===== src/lfsa_pkg.sv =====
`timescale 1ns / 1ps
// Shared constants, types and bit-scan helpers for the lowest free slot allocator.
// No dependencies; every other file of the block but lfsa_ram.sv uses this package.
package lfsa_pkg;

  localparam int unsigned SLOT_COUNT = 1024;
  localparam int unsigned IDX_W      = $clog2(SLOT_COUNT);
  localparam int unsigned LEN_W      = IDX_W + 1;
  localparam int unsigned WORD_W     = 32;
  localparam int unsigned BIT_W      = $clog2(WORD_W);
  localparam int unsigned WORDS      = SLOT_COUNT / WORD_W;
  localparam int unsigned WADDR_W    = $clog2(WORDS);

  localparam logic FUNC_ALLOC = 1'b0;
  localparam logic FUNC_FREE  = 1'b1;

  typedef enum logic [1:0] {
    ST_DONE         = 2'd0,
    ST_ALREADY_FREE = 2'd1,
    ST_FULL         = 2'd2,
    ST_RANGE        = 2'd3
  } status_e;

  typedef struct packed {
    logic [IDX_W-1:0] granted_slot;
    status_e          status;
    logic [LEN_W-1:0] used_length;
    logic [LEN_W-1:0] free_holes;
  } rsp_t;

  typedef struct packed {
    logic               we;
    logic [WADDR_W-1:0] waddr;
    logic [WORD_W-1:0]  wdata;
    logic               re;
    logic [WADDR_W-1:0] raddr;
  } mem_req_t;

  // Index of the lowest set bit; zero when no bit is set.
  function automatic logic [BIT_W-1:0] lowest_bit(input logic [WORD_W-1:0] v);
    logic [BIT_W-1:0] r;
    r = '0;
    for (int i = WORD_W - 1; i >= 0; i--) begin
      if (v[i]) r = BIT_W'(i);
    end
    return r;
  endfunction

  // Index of the highest set bit; zero when no bit is set.
  function automatic logic [BIT_W-1:0] highest_bit(input logic [WORD_W-1:0] v);
    logic [BIT_W-1:0] r;
    r = '0;
    for (int i = 0; i < WORD_W; i++) begin
      if (v[i]) r = BIT_W'(i);
    end
    return r;
  endfunction

  // Lowest word whose summary bit is set.
  function automatic logic [WADDR_W-1:0] lowest_word(input logic [WORDS-1:0] v);
    logic [WADDR_W-1:0] r;
    r = '0;
    for (int i = WORDS - 1; i >= 0; i--) begin
      if (v[i]) r = WADDR_W'(i);
    end
    return r;
  endfunction

endpackage


===== src/lfsa_if.sv =====
`timescale 1ns / 1ps
// Valid/ready channel interfaces for requests and results of the allocator.
// Depends on lfsa_pkg for the field widths.
interface lfsa_req_if;
  logic                      valid;
  logic                      ready;
  logic                      func;
  logic [lfsa_pkg::IDX_W-1:0] slot_to_free;

  modport source (output valid, output func, output slot_to_free, input ready);
  modport sink   (input valid, input func, input slot_to_free, output ready);
endinterface

interface lfsa_rsp_if;
  logic                      valid;
  logic                      ready;
  logic [lfsa_pkg::IDX_W-1:0] granted_slot;
  logic [1:0]                status;
  logic [lfsa_pkg::LEN_W-1:0] used_length;
  logic [lfsa_pkg::LEN_W-1:0] free_holes;

  modport source (output valid, output granted_slot, output status, output used_length,
                  output free_holes, input ready);
  modport sink   (input valid, input granted_slot, input status, input used_length,
                  input free_holes, output ready);
endinterface


===== src/lfsa_ram.sv =====
`timescale 1ns / 1ps
// Generic simple dual-port RAM, one write and one registered read port.
// No dependencies.
module lfsa_ram #(
  parameter int unsigned DEPTH = 32,
  parameter int unsigned WIDTH = 32
) (
  input  logic                     clk_i,
  input  logic                     we_i,
  input  logic [$clog2(DEPTH)-1:0] waddr_i,
  input  logic [WIDTH-1:0]         wdata_i,
  input  logic                     re_i,
  input  logic [$clog2(DEPTH)-1:0] raddr_i,
  output logic [WIDTH-1:0]         rdata_o
);

  logic [WIDTH-1:0] mem [DEPTH];

  always_ff @(posedge clk_i) begin
    if (we_i) begin
      mem[waddr_i] <= wdata_i;
    end
  end

  always_ff @(posedge clk_i) begin
    if (re_i) begin
      rdata_o <= mem[raddr_i];
    end
  end

endmodule


===== src/lfsa_ctrl.sv =====
`timescale 1ns / 1ps
// Sequencer of the allocator: word summary, length and hole counters, and the
// read-modify-write of the hole bitmap. Depends on lfsa_pkg.
module lfsa_ctrl (
  input  logic                     clk_i,
  input  logic                     rst_ni,
  input  logic                     req_valid_i,
  output logic                     req_ready_o,
  input  logic                     func_i,
  input  logic [lfsa_pkg::IDX_W-1:0] slot_i,
  output logic                     rsp_valid_o,
  input  logic                     rsp_ready_i,
  output lfsa_pkg::rsp_t           rsp_o,
  output lfsa_pkg::mem_req_t       mem_o,
  input  logic [lfsa_pkg::WORD_W-1:0] rdata_i
);
  import lfsa_pkg::*;

  typedef enum logic [3:0] {
    S_IDLE = 4'b0001,
    S_LOOK = 4'b0010,
    S_TRIM = 4'b0100,
    S_EMIT = 4'b1000
  } state_e;

  state_e             state_q, state_d;
  logic [LEN_W-1:0]   len_q, len_d;
  logic [LEN_W-1:0]   cnt_q, cnt_d;
  logic [WORDS-1:0]   sum_q, sum_d;
  logic [WADDR_W-1:0] w_q, w_d;
  logic               func_q, func_d;
  logic [IDX_W-1:0]   idx_q, idx_d;
  logic [IDX_W-1:0]   grant_q, grant_d;
  status_e            stat_q, stat_d;

  logic [WORD_W-1:0]  word;
  logic [BIT_W-1:0]   bpos;
  logic [IDX_W-1:0]   prev_idx;
  logic [LEN_W-1:0]   last;
  logic [BIT_W-1:0]   tpos;
  logic [WORD_W-1:0]  tmask;
  logic [WORD_W-1:0]  zeros;
  logic [BIT_W-1:0]   hz;

  // A word whose summary bit is clear holds no holes, whatever the RAM says.
  assign word     = sum_q[w_q] ? rdata_i : '0;
  assign bpos     = lowest_bit(word);
  assign prev_idx = idx_q - IDX_W'(1);
  assign last     = len_q - LEN_W'(1);
  assign tpos     = last[BIT_W-1:0];
  assign tmask    = {WORD_W{1'b1}} >> (BIT_W'(WORD_W - 1) - tpos);
  assign zeros    = ~word & tmask;
  assign hz       = highest_bit(zeros);

  assign req_ready_o = (state_q == S_IDLE);
  assign rsp_valid_o = (state_q == S_EMIT);
  assign rsp_o = '{granted_slot: grant_q, status: stat_q, used_length: len_q,
                   free_holes: cnt_q};

  always_comb begin
    state_d = state_q;
    len_d   = len_q;
    cnt_d   = cnt_q;
    sum_d   = sum_q;
    w_d     = w_q;
    func_d  = func_q;
    idx_d   = idx_q;
    grant_d = grant_q;
    stat_d  = stat_q;
    mem_o   = '{we: 1'b0, waddr: w_q, wdata: '0, re: 1'b0, raddr: w_q};

    unique case (state_q)
      S_IDLE: begin
        if (req_valid_i) begin
          func_d  = func_i;
          idx_d   = slot_i;
          grant_d = '0;
          stat_d  = ST_DONE;
          if (func_i == FUNC_ALLOC) begin
            if (cnt_q != '0) begin
              w_d         = lowest_word(sum_q);
              mem_o.re    = 1'b1;
              mem_o.raddr = lowest_word(sum_q);
              state_d     = S_LOOK;
            end else if (len_q != LEN_W'(SLOT_COUNT)) begin
              grant_d = len_q[IDX_W-1:0];
              len_d   = len_q + LEN_W'(1);
              state_d = S_EMIT;
            end else begin
              stat_d  = ST_FULL;
              state_d = S_EMIT;
            end
          end else if ({1'b0, slot_i} >= len_q) begin
            stat_d  = ST_RANGE;
            state_d = S_EMIT;
          end else begin
            w_d         = slot_i[IDX_W-1:BIT_W];
            mem_o.re    = 1'b1;
            mem_o.raddr = slot_i[IDX_W-1:BIT_W];
            state_d     = S_LOOK;
          end
        end
      end

      S_LOOK: begin
        if (func_q == FUNC_ALLOC) begin
          grant_d     = {w_q, bpos};
          mem_o.we    = 1'b1;
          mem_o.wdata = word & ~(WORD_W'(1) << bpos);
          sum_d[w_q]  = |mem_o.wdata;
          cnt_d       = cnt_q - LEN_W'(1);
          state_d     = S_EMIT;
        end else if (word[idx_q[BIT_W-1:0]]) begin
          stat_d  = ST_ALREADY_FREE;
          state_d = S_EMIT;
        end else if ({1'b0, idx_q} + LEN_W'(1) == len_q) begin
          // Releasing the last slot: shrink, then drop holes left at the tail.
          len_d = {1'b0, idx_q};
          if (idx_q == '0) begin
            state_d = S_EMIT;
          end else begin
            w_d         = prev_idx[IDX_W-1:BIT_W];
            mem_o.re    = 1'b1;
            mem_o.raddr = prev_idx[IDX_W-1:BIT_W];
            state_d     = S_TRIM;
          end
        end else begin
          mem_o.we    = 1'b1;
          mem_o.wdata = word | (WORD_W'(1) << idx_q[BIT_W-1:0]);
          sum_d[w_q]  = 1'b1;
          cnt_d       = cnt_q + LEN_W'(1);
          state_d     = S_EMIT;
        end
      end

      S_TRIM: begin
        // The new tail slot is bit tpos of word w_q; drop the run of holes ending there.
        mem_o.we = 1'b1;
        if (zeros == '0) begin
          mem_o.wdata = word & ~tmask;
          sum_d[w_q]  = |mem_o.wdata;
          cnt_d       = cnt_q - (LEN_W'(tpos) + LEN_W'(1));
          len_d       = {1'b0, w_q, {BIT_W{1'b0}}};
          if (w_q == '0) begin
            state_d = S_EMIT;
          end else begin
            w_d         = w_q - WADDR_W'(1);
            mem_o.re    = 1'b1;
            mem_o.raddr = w_q - WADDR_W'(1);
          end
        end else begin
          mem_o.wdata = word & ({WORD_W{1'b1}} >> (BIT_W'(WORD_W - 1) - hz));
          sum_d[w_q]  = |mem_o.wdata;
          cnt_d       = cnt_q - LEN_W'(tpos - hz);
          len_d       = {1'b0, w_q, hz} + LEN_W'(1);
          state_d     = S_EMIT;
        end
      end

      S_EMIT: begin
        if (rsp_ready_i) begin
          state_d = S_IDLE;
        end
      end

      default: begin
        state_d = S_IDLE;
      end
    endcase
  end

  always_ff @(posedge clk_i or negedge rst_ni) begin
    if (!rst_ni) begin
      state_q <= S_IDLE;
      len_q   <= '0;
      cnt_q   <= '0;
      sum_q   <= '0;
    end else begin
      state_q <= state_d;
      len_q   <= len_d;
      cnt_q   <= cnt_d;
      sum_q   <= sum_d;
    end
  end

  always_ff @(posedge clk_i) begin
    w_q     <= w_d;
    func_q  <= func_d;
    idx_q   <= idx_d;
    grant_q <= grant_d;
    stat_q  <= stat_d;
  end

endmodule


===== src/lowest_free_slot_allocator.sv =====
`timescale 1ns / 1ps
// From request transfer to the output register: an append or a request rejected from the
// counters goes straight to the result; else the bitmap word is read, then updated or the
// request rejected; freeing the last slot trims tail holes in up to SLOT_COUNT/32 words.
// A new request is taken the cycle after the result enters the output register.
// The bitmap lives in a 32-bit-wide RAM; one bitmap word per cycle sets the trim rate.
// Reset clears length, hole count and the per-word summary; the RAM needs no clearing pass.
module lowest_free_slot_allocator (
  input  logic        clk_i,
  input  logic        rst_ni,
  lfsa_req_if.sink    req_i,
  lfsa_rsp_if.source  rsp_o
);
  import lfsa_pkg::*;

  logic     ctrl_rsp_valid;
  logic     ctrl_rsp_ready;
  rsp_t     ctrl_rsp;
  mem_req_t mem_req;
  logic [WORD_W-1:0] mem_rdata;

  logic out_valid_q;
  rsp_t out_q;

  lfsa_ctrl u_ctrl (
    .clk_i       (clk_i),
    .rst_ni      (rst_ni),
    .req_valid_i (req_i.valid),
    .req_ready_o (req_i.ready),
    .func_i      (req_i.func),
    .slot_i      (req_i.slot_to_free),
    .rsp_valid_o (ctrl_rsp_valid),
    .rsp_ready_i (ctrl_rsp_ready),
    .rsp_o       (ctrl_rsp),
    .mem_o       (mem_req),
    .rdata_i     (mem_rdata)
  );

  lfsa_ram #(
    .DEPTH (WORDS),
    .WIDTH (WORD_W)
  ) u_ram (
    .clk_i   (clk_i),
    .we_i    (mem_req.we),
    .waddr_i (mem_req.waddr),
    .wdata_i (mem_req.wdata),
    .re_i    (mem_req.re),
    .raddr_i (mem_req.raddr),
    .rdata_o (mem_rdata)
  );

  // The output register frees the sequencer while a result waits for its transfer.
  assign ctrl_rsp_ready = !out_valid_q || rsp_o.ready;

  always_ff @(posedge clk_i or negedge rst_ni) begin
    if (!rst_ni) begin
      out_valid_q <= 1'b0;
    end else if (ctrl_rsp_ready) begin
      out_valid_q <= ctrl_rsp_valid;
    end
  end

  always_ff @(posedge clk_i) begin
    if (ctrl_rsp_ready && ctrl_rsp_valid) begin
      out_q <= ctrl_rsp;
    end
  end

  assign rsp_o.valid        = out_valid_q;
  assign rsp_o.granted_slot = out_q.granted_slot;
  assign rsp_o.status       = out_q.status;
  assign rsp_o.used_length  = out_q.used_length;
  assign rsp_o.free_holes   = out_q.free_holes;

endmodule


===== src/flat_wrapper.sv =====
// flat-port wrapper written by rule: the top's interface ports become plain ports
module lowest_free_slot_allocator_flat import lfsa_pkg::*;
  (clk_i, rst_ni, req_i_valid, req_i_func, req_i_slot_to_free, req_i_ready, rsp_o_valid, rsp_o_granted_slot, rsp_o_status, rsp_o_used_length, rsp_o_free_holes, rsp_o_ready);
  lfsa_req_if req_i_i ();
  lfsa_rsp_if rsp_o_i ();
  input  logic clk_i;
  input  logic rst_ni;
  input wire logic [$bits(req_i_i.valid)-1:0] req_i_valid;
  input wire logic [$bits(req_i_i.func)-1:0] req_i_func;
  input wire logic [$bits(req_i_i.slot_to_free)-1:0] req_i_slot_to_free;
  output wire logic [$bits(req_i_i.ready)-1:0] req_i_ready;
  output wire logic [$bits(rsp_o_i.valid)-1:0] rsp_o_valid;
  output wire logic [$bits(rsp_o_i.granted_slot)-1:0] rsp_o_granted_slot;
  output wire logic [$bits(rsp_o_i.status)-1:0] rsp_o_status;
  output wire logic [$bits(rsp_o_i.used_length)-1:0] rsp_o_used_length;
  output wire logic [$bits(rsp_o_i.free_holes)-1:0] rsp_o_free_holes;
  input wire logic [$bits(rsp_o_i.ready)-1:0] rsp_o_ready;
  assign req_i_i.valid = req_i_valid;
  assign req_i_i.func = req_i_func;
  assign req_i_i.slot_to_free = req_i_slot_to_free;
  assign req_i_ready = req_i_i.ready;
  assign rsp_o_valid = rsp_o_i.valid;
  assign rsp_o_granted_slot = rsp_o_i.granted_slot;
  assign rsp_o_status = rsp_o_i.status;
  assign rsp_o_used_length = rsp_o_i.used_length;
  assign rsp_o_free_holes = rsp_o_i.free_holes;
  assign rsp_o_i.ready = rsp_o_ready;
  lowest_free_slot_allocator u_core (.clk_i(clk_i), .rst_ni(rst_ni), .req_i(req_i_i), .rsp_o(rsp_o_i));
endmodule

===== config.mk =====
export PLATFORM = sky130hd
export DESIGN_NAME = lowest_free_slot_allocator_flat
export DESIGN_NICKNAME = d
export VERILOG_FILES = /design/src/lfsa_pkg.sv /design/src/lfsa_if.sv /design/src/lfsa_ram.sv /design/src/lfsa_ctrl.sv /design/src/lowest_free_slot_allocator.sv /design/src/flat_wrapper.sv
export SDC_FILE = /design/constraint.sdc
export NUM_CORES = 2
export LEC_CHECK = 0
export BUFFER_PORTS_ARGS = -buffer_cell sky130_fd_sc_hd__buf_2
export CORE_MARGIN = 2
export CORE_UTILIZATION = 55
export DETAILED_ROUTE_END_ITERATION = 7
export GPL_ROUTABILITY_DRIVEN = 1
export PLACE_DENSITY = 0.71
export REMOVE_ABC_BUFFERS = 1
export SLEW_MARGIN = 20
export SYNTH_ARGS = -nofsm -noshare
export SYNTH_HDL_FRONTEND = slang
export SYNTH_SLANG_ARGS = --single-unit
export TNS_END_PERCENT = 5

===== constraint.sdc =====
create_clock -name clk_i -period 7.2 [get_ports clk_i]
set_clock_uncertainty 0.15 [all_clocks]
set_input_delay 1.08 -clock clk_i [delete_from_list [all_inputs] [get_ports clk_i]]
set_output_delay 1.08 -clock clk_i [all_outputs]
set_load 0.02 [all_outputs]

==> results.txt <==
status: finished, final reports clean
share of the synthesized area in the top cell type: 0.6025
Root Driver: clkbuf_16
DR vias: 42.38k
worst-margin pin slew: 1127 ps
Clock transition at path regs: 60 ps
mapped cell area: 55730 um^2
CTS tree: done
Avg WL per Cell: 33.18 um
Post-CTS Setup Repair Bufs: 0
H-tree level count: 3
final WL: 195800 um
largest net degree at the start of global routing: 141
number of global-route vias before repair: 39.45k
WS Path Type: register to register
clock sinks: 1177
Arr. time, crit path: 7190 ps
nets: 4524
residual DRC count: 0
RR Startpoint: u_core.u_ctrl.w_q[0]$_DFFE_PP_
Total Power: 32.41 mW
Hold WS: 269.4 ps
Fmax: 0.1470 GHz
CP max stage cell: a2111oi_4
final setup vio count: 0
Core Util, Final: 0.6228
Min-Delay Startpoint: u_core.u_ctrl.grant_q[6]$_DFFE_PP_
cell mode on critical path: inv_1
Cell Pwr Density: 518.9 nW/um^2
Worst Reg-to-Reg Cells: 24
worst hold path depth: 0
Mean Syn Cell Area: 12.56 um^2
layout cell share with drive strength beyond 1: 0.1443
RSZ-0062 raised after global routing: no
fill cell count: 7667
Worst Hold Class: register to register
Startpoint Class: register
Slew Limit Headroom: 0.2486
worst vdd ir: 474.0 uV
# IOs: 51
antenna violations before repair: 4
GP Congestion: 1.067
crit-path max cell delay: 660 ps
hold buffers post-CTS: 0
row cnt: 116
Reg area: 35050 um^2
CP Launch Point: u_core.u_ctrl.w_q[0]$_DFFE_PP_
largest area contributor in the netlist: edfxtp_1
Levels on crit path: 24
min Tclk post-route: 6805 ps
Final Hold Fails: 0
Slew Viols, Final: 0
TritonRoute pass-1 iters: 7
Post-synth ARST share: 0.05013
crit path cell chain: buf_4 -> mux4_2 -> a221oi_1 -> and3_1 -> a21oi_4 -> buf_4 -> a21oi_1 -> o31ai_1 -> o21ai_0 -> a31oi_1 -> o21a_1 -> nand2_1 -> inv_1 -> nor2_1 -> inv_1 -> ha_1 -> inv_1 -> a222oi_1 -> o21ai_0 -> a211o_1 -> a2111o_1 -> a2111oi_4 -> buf_12 -> o41ai_1
synthesized flop and latch total: 1177
Clock Path Buffers: 3
setup TNS: 0 ps
area of the multi-input gates: 18960 um^2
CP required: 7590 ps
YS warnings: 0
post-CTS sizing: 0
CP Capture Type: register
DIE HEIGHT: 322.3 um
area growth from synthesis to layout: 12.09%
Seq/Total Area, Yosys: 0.6290
Buf+Inv Stages, Crit Path: 6
Cells after Synth: 4436
chip width: 322.3 um
ys flop type: edfxtp_1
largest fanout on the critical path: 31
DR iter-0 viols: 6556
number of flops mapped to enable cells by yosys: 1118
IO buf count: 50
Die Footprint: 103900 um^2
Final Cycle Share: 0.9451
top cell family by delay on the critical path: compound AO/OA/AOI/OAI gates
number of antenna diodes: 0
global-route wire length before repair: 279500 um
Final HPWL DP: 119500 um
Core Footprint: 100300 um^2
grt ovf: 0
Netlist cell types: 102
leak pwr: 20.09 nW
Starting Density: 0.5556
Num CTS Buffers: 115
MaxCap Viol Count: 0
Vias/cell: 7.179
Synth area leaders: edfxtp_1 60%, o21ai_0 4.7%, mux2i_1 3.6%, a32oi_1 3.1%, dfrtp_1 2.6%
ANT nets after route: 0
GRT Overall Usage: 0.3725
Clk Latency, worst-skew pair: 740 ps
==> worst paths after layout <==
check | end | slack [ps]
max | u_core.u_ctrl.sum_q[21]$_DFFE_PN0P_ | 400
min | u_core.rsp_o.granted_slot[6]$_DFFE_PP_ | 270
max reg2reg | u_core.u_ctrl.sum_q[21]$_DFFE_PN0P_ | 400
min reg2reg | u_core.rsp_o.granted_slot[6]$_DFFE_PP_ | 270
max in group asynchronous | u_core.u_ctrl.sum_q[4]$_DFFE_PN0P_ | 5900
min in group asynchronous | u_core.u_ctrl.cnt_q[0]$_DFFE_PN0P_ | 410
==> through the flow <==
stage                     instance area, um^2  worst slack (ps)  cells
after floorplan                         54000            -26620   4039
after detailed placement                58580             411.2   5676
final                                   62460             395.3   5903
after CTS                               62370             372.1   5890
after global placement                  58580             400.4   5676
after global routing                    62460             79.08   5903
==> sequential cells by signal, summed over array words and instances, names as in the netlist <==
signal                     count
u_core.rsp_o.valid             1
u_core.u_ctrl.len_q           11
u_core.rsp_o.status            2
u_core.u_ctrl.sum_q           32
u_core.u_ctrl.grant_q         10
u_core.u_ram.mem            1024
u_core.u_ram.rdata_o          32
u_core.rsp_o.free_holes       11
u_core.rsp_o.granted_slot     10
u_core.u_ctrl.func_q           1
u_core.u_ctrl.stat_q           2
u_core.u_ctrl.cnt_q           11
u_core.u_ctrl.state_q          4
u_core.u_ctrl.idx_q           10
u_core.u_ctrl.w_q              5
u_core.rsp_o.used_length      11
==> final cells by class <==
class,instances,share of cell area
inverter,95,0.005729
clock buffer,143,0.04809
timing repair buffer,293,0.04182
multi-input combinational,2767,0.3035
clock inverter,71,0.01258
sequential,1177,0.5611
tap,1357,0.02718
==> placed cells by master (no fill, tap or decap), drive strengths merged, types with 16 or more instances in the layout <==
| cell | instances |
|---|---|
| o211ai | 23 |
| a32oi | 195 |
| o21ai | 532 |
| nand4 | 28 |
| a21oi | 130 |
| nand3 | 239 |
| edfxtp | 1118 |
| inv | 97 |
| a211oi | 27 |
| a221oi | 16 |
| nand2 | 175 |
| or3 | 19 |
| a21o | 22 |
| nor3 | 38 |
| a22oi | 18 |
| ha | 57 |
| nor2 | 170 |
| and2 | 20 |
| nand2b | 27 |
| clkinv | 54 |
| xor2 | 21 |
| buf | 293 |
| mux2i | 198 |
| nor4 | 67 |
| o22ai | 148 |
| o31ai | 52 |
| clkbuf | 143 |
| dfrtp | 58 |
| a31oi | 226 |
| o221ai | 16 |
| xnor2 | 44 |
==> cells by family (layout without fill, tap and decap cells) <==
| kind of cell | after synthesis | in the layout | synth area share |
|---|---|---|---|
| mux | 222 | 222 | 0.04304 |
| xor+xnor | 65 | 65 | 0.01035 |
| flops | 1177 | 1177 | 0.6290 |
| buf+inv | 492 | 602 | 0.03734 |
| fa+ha+maj | 62 | 62 | 0.01424 |
| compound gates | 1572 | 1572 | 0.1875 |
| simple gates | 846 | 846 | 0.07856 |
==> power by group <==
group	switching (mW)	internal, mW
registers	0.869	8.17
clock network	2.62	3.47
logic	11.0	6.26
==> metal layers <==
metal	routed length, um	track usage	vias to the layer above
met1	74720	0.5086	21090
met3	20710	0.07095	591
met4	11830	0.1979	4
li1	-	-	17810
met2	88550	0.5691	2881
met5	29	0	-
==> synthesized netlist by cell type, drive strengths merged (20+ instances only) <==
library cell  instances
edfxtp             1118
o21ai               532
clkbuf              288
nand3               239
a31oi               226
mux2i               198
a32oi               195
nand2               175
nor2                170
o22ai               148
a21oi               130
buf                 109
inv                  93
nor4                 67
dfrtp                58
ha                   57
o31ai                52
xnor2                44
nor3                 38
nand4                28
a211oi               27
nand2b               27
o211ai               23
a21o                 22
xor2                 21
and2                 20
(Power assumes the default switching activity.)
